--- config.mk ---
export PLATFORM = sky130hd
export DESIGN_NAME = oate_cell
export DESIGN_NICKNAME = d
export VERILOG_FILES = /design/src/hw/rtl/ordered_array_table_engine_macros.svh /design/src/hw/rtl/oate_pkg.sv /design/src/hw/rtl/oate_cell.sv
export SDC_FILE = /design/constraint.sdc
export NUM_CORES = 1
export LEC_CHECK = 0
export ABC_CLOCK_PERIOD_IN_PS = 2800
export BUFFER_PORTS_ARGS = -buffer_cell sky130_fd_sc_hd__buf_2
export CELL_PAD_IN_SITES_DETAIL_PLACEMENT = 0
export CELL_PAD_IN_SITES_GLOBAL_PLACEMENT = 1
export CORE_MARGIN = 4
export CORE_UTILIZATION = 35
export DETAILED_ROUTE_END_ITERATION = 8
export PLACE_DENSITY = 0.89
export SETUP_SLACK_MARGIN = 0.02
export SYNTH_ARGS = -nofsm -noshare
export SYNTH_HDL_FRONTEND = slang
export SYNTH_SLANG_ARGS = --single-unit
--- constraint.sdc ---
create_clock -name clk_i -period 2.8 [get_ports clk_i]
set_input_delay 0.28 -clock clk_i [delete_from_list [all_inputs] [get_ports clk_i]]
set_output_delay 0.28 -clock clk_i [all_outputs]
set_load 0.03 [all_outputs]
--- src/hw/rtl/ordered_array_table_engine_macros.svh ---
// Assertion macros shared by the ordered array table engine RTL
`ifndef ORDERED_ARRAY_TABLE_ENGINE_MACROS_SVH
`define ORDERED_ARRAY_TABLE_ENGINE_MACROS_SVH

// Same-cycle implication, sampled on clk_i, off during reset
`define OATE_ASSERT_NOW(lbl, ante, cons, msg) \
  lbl: assert property (@(posedge clk_i) disable iff (!rst_ni) (ante) |-> (cons)) \
    else $error(msg);

// Next-cycle implication, sampled on clk_i, off during reset
`define OATE_ASSERT_NEXT(lbl, ante, cons, msg) \
  lbl: assert property (@(posedge clk_i) disable iff (!rst_ni) (ante) |=> (cons)) \
    else $error(msg);

`endif

--- src/hw/rtl/oate_pkg.sv ---
// Types and constants of the ordered array table engine
package oate_pkg;

  localparam int unsigned DepthDef = 256;

  typedef enum logic [2:0] {
    ACT_PUSH   = 3'd0,
    ACT_POP    = 3'd1,
    ACT_INSERT = 3'd2,
    ACT_DELETE = 3'd3,
    ACT_REMOVE = 3'd4,
    ACT_FIND   = 3'd5,
    ACT_SEARCH = 3'd6,
    ACT_READ   = 3'd7
  } action_e;

  typedef enum logic [2:0] {
    STS_OK    = 3'd0,
    STS_RANGE = 3'd1,
    STS_MISS  = 3'd2,
    STS_FULL  = 3'd3,
    STS_EMPTY = 3'd4
  } status_e;

  typedef enum logic [1:0] {
    ST_IDLE,
    ST_SCAN,
    ST_SETTLE,
    ST_DONE
  } state_e;

  typedef enum logic [1:0] {
    CM_HOLD,
    CM_SHIFT,
    CM_SETTLE
  } cell_mode_e;

  // One slot of the chain: entry plus a hole mark used while compacting
  typedef struct packed {
    logic               hole;
    logic signed [31:0] data;
  } cell_t;

endpackage

--- src/hw/rtl/oate_cell.sv ---
// One storage cell of the entry chain
module oate_cell (
  input  logic                clk_i,
  input  oate_pkg::cell_mode_e mode_i,
  input  oate_pkg::cell_t     up_i,
  input  oate_pkg::cell_t     dn_i,
  output oate_pkg::cell_t     q_o
);

  oate_pkg::cell_t cell_q, cell_d;

  always_comb begin
    cell_d = cell_q;
    unique case (mode_i)
      oate_pkg::CM_SHIFT: begin
        cell_d = up_i;
      end
      oate_pkg::CM_SETTLE: begin
        // hole below a kept entry: the pair swaps, the hole rises
        if (cell_q.hole && !up_i.hole) begin
          cell_d.hole = 1'b0;
          cell_d.data = up_i.data;
        end else if (!cell_q.hole && dn_i.hole) begin
          cell_d.hole = 1'b1;
          cell_d.data = dn_i.data;
        end
      end
      default: begin
        cell_d = cell_q;
      end
    endcase
  end

  always_ff @(posedge clk_i) begin
    cell_q <= cell_d;
  end

  assign q_o = cell_q;

endmodule

==> metrics.txt <==
Design Area, Final 2187 um2; area delta synth->final 39.84%; crit path time final 1831 ps; HP Class in -> reg; Setup Skew 5.871 ps; clk_lat worst skew around 280 ps; share of cells above drive strength 1 0.7912; CP Max Fanout 32; CORE AREA between 4000 and 5000 um2; DRC 0; drt first pass iters 4; placed cell count 226; CP Cell Sequence nand2b_2, nand3b_4, mux2_4; CTS buffer count 5; GPL Wtd Cong approximately 0.67; antenna violations before repair 0; CP bufs+invs 0; DIE HEIGHT about 75 um; area share of the leading cell type in the synthesized netlist 0.6336; Clock power frac 0.288; worst vdd ir ~0.19 mV; part of the power in registers 0.503; clk buf depth 2; detailed placement HPWL 2552 um; DR WL/cell around 14 um; WP data arrival between 1500 and 2000 ps; Largest register FFs 33; Mean Syn Cell Area about 21 um2; final wirelength around 3400 um; H-tree levels 2; switching share of power 0.2645; P_int 0.0008780 W; Yosys reg bits 33; Hold Worst Slack 295.0 ps; period utilisation layout 0.6538; vias in the first global route 1023; critical path class reg -> reg; Comb pwr share 0.209; CTS tree done; Post-DRT Antenna Nets 0; status complete, no violations; Max Clk Rate between 500 and 600 MHz; row count 24; max incr delay on CP 490 ps; post-CTS setup buffers 0; num ports between 100 and 150; hold_buf cts 0; ant diodes 0; critical path's top delay family simple AND/OR/NAND/NOR gates; synth warn 0; Worst slew margin 0.4787; nets@finish 250; CTS sink cnt 33; final hold violations 0; clock slew at reported path FFs 70 ps; Pwr Density approximately 550 nW/um2; Max-cap violations 0; initial core utilization 0.3592; Via-to-Cell Ratio ~4.6; Worst-Margin Slew between 700 and 800 ps; critical path data required time between 2000 and 3000 ps; Post-Synthesis Cells 76; sequential share of the synthesized area 0.6336; clk root buf clkbuf_8; distinct cell type count after synthesis 10; GRT Util Overall 0.1164; CP Capture Type register; Layout Cells excl Fill around 230; largest net degree at the start of global routing 34; Via Count ~1100; first-pass GRT wire length around 4700 um; GRT overflow 0; most frequent cells in the layout buf_2, edfxtp_1, mux2_4; RSZ-0062 raised after global routing no; CP max stage cell nand3b_4; startpoint types register; DIE AREA approximately 5600 um2; syn nets between 100 and 150; area leader, netlist edfxtp_1; initial DRC count 25; Switching Power about 0.00032 W; Max Slew Vio Count 0; Die X 74.85 um; Mapped Area roughly 1600 um2; endpoints failing setup 0; # port buffers 101; post_cts resized 0; Placed Area 2101 um2; top cells by area, synth edfxtp_1, mux2_4, buf_6, mux2_2, nand3b_4; commonest non-fill, non-tap cell in the layout buf_2; Leak Pwr around 1.1 nW; Final TNS setup 0 ps
[cells in the mapped netlist, drive strengths merged]
cell type,n
a21oi,1
buf,3
edfxtp,33
inv,2
mux2,33
nand2b,2
nand3b,1
o31ai,1
[cell type report]
type | count | area [um2]
fill | 397 | 2167
sequential | 33 | 991.0
multi-input combinational | 38 | 531.8
timing repair buffer | 101 | 505.5
clock buffer | 5 | 68.82
tap | 52 | 65.06
clock inverter | 3 | 17.52
inverter | 2 | 7.507
[metrics by stage]
stage	setup slack, ps	util	power, W
floorplan	1021	-	0.0007762
global placement	988.6	0.4825	0.0008601
detailed placement	947.2	0.4825	0.0008654
CTS	934.1	0.5023	0.001214
global route	850.4	0.5023	0.001250
finish	969.4	0.5023	0.001194
[power by group through the flow]
stage          Combinational [W]  Clock (W)  Sequential [W]
6_report                0.000249   0.000344        0.000601
3_3_place_gp            0.000249          0        0.000611
5_1_grt                 0.000267   0.000379        0.000604
4_1_cts                 0.000254   0.000359        0.000601
3_5_place_dp            0.000253          0        0.000612
2_1_floorplan          0.0000906          0        0.000686
[tightest hold or removal path: stages]
cell and delay (ps):
buf_2 90, inv_1 30, o31ai_1 60
[kinds of logic (layout without fill, tap and decap cells)]
logic type             after synthesis  in the layout  share of synthesized area
AND/OR/NAND/NOR                      3              3                    0.02240
buffers and inverters                5            111                    0.02640
AO/OA/AOI/OAI                        2              2                   0.007999
flip-flops                          33             33                     0.6336
multiplexers                        33             33                     0.3096
[worst paths after layout]
path | startpoint | end | slack, ps | depth (start not counted)
worst max-delay path | q_o[32] | q_o[14] | 970 | 3
worst max register to register | q_o[32] | q_o[14] | 970 | 3
worst min register to register | q_o[32] | q_o[32] | 670 | 1
worst min-delay path | up_i[32] | q_o[32] | 290 | 3
[routing by layer]
| metal | vias to the layer above | GRT usage | routed length, um |
|---|---|---|---|
| met3 | 4 | 0.05874 | 466 |
| met4 | 0 | 0.04743 | 36 |
| li1 | 506 | - | - |
| met5 | - | 0 | 0 |
| met2 | 70 | 0.2021 | 1578 |
| met1 | 489 | 0.1181 | 1268 |
No activity file was read; power rests on OpenSTA's default activity.
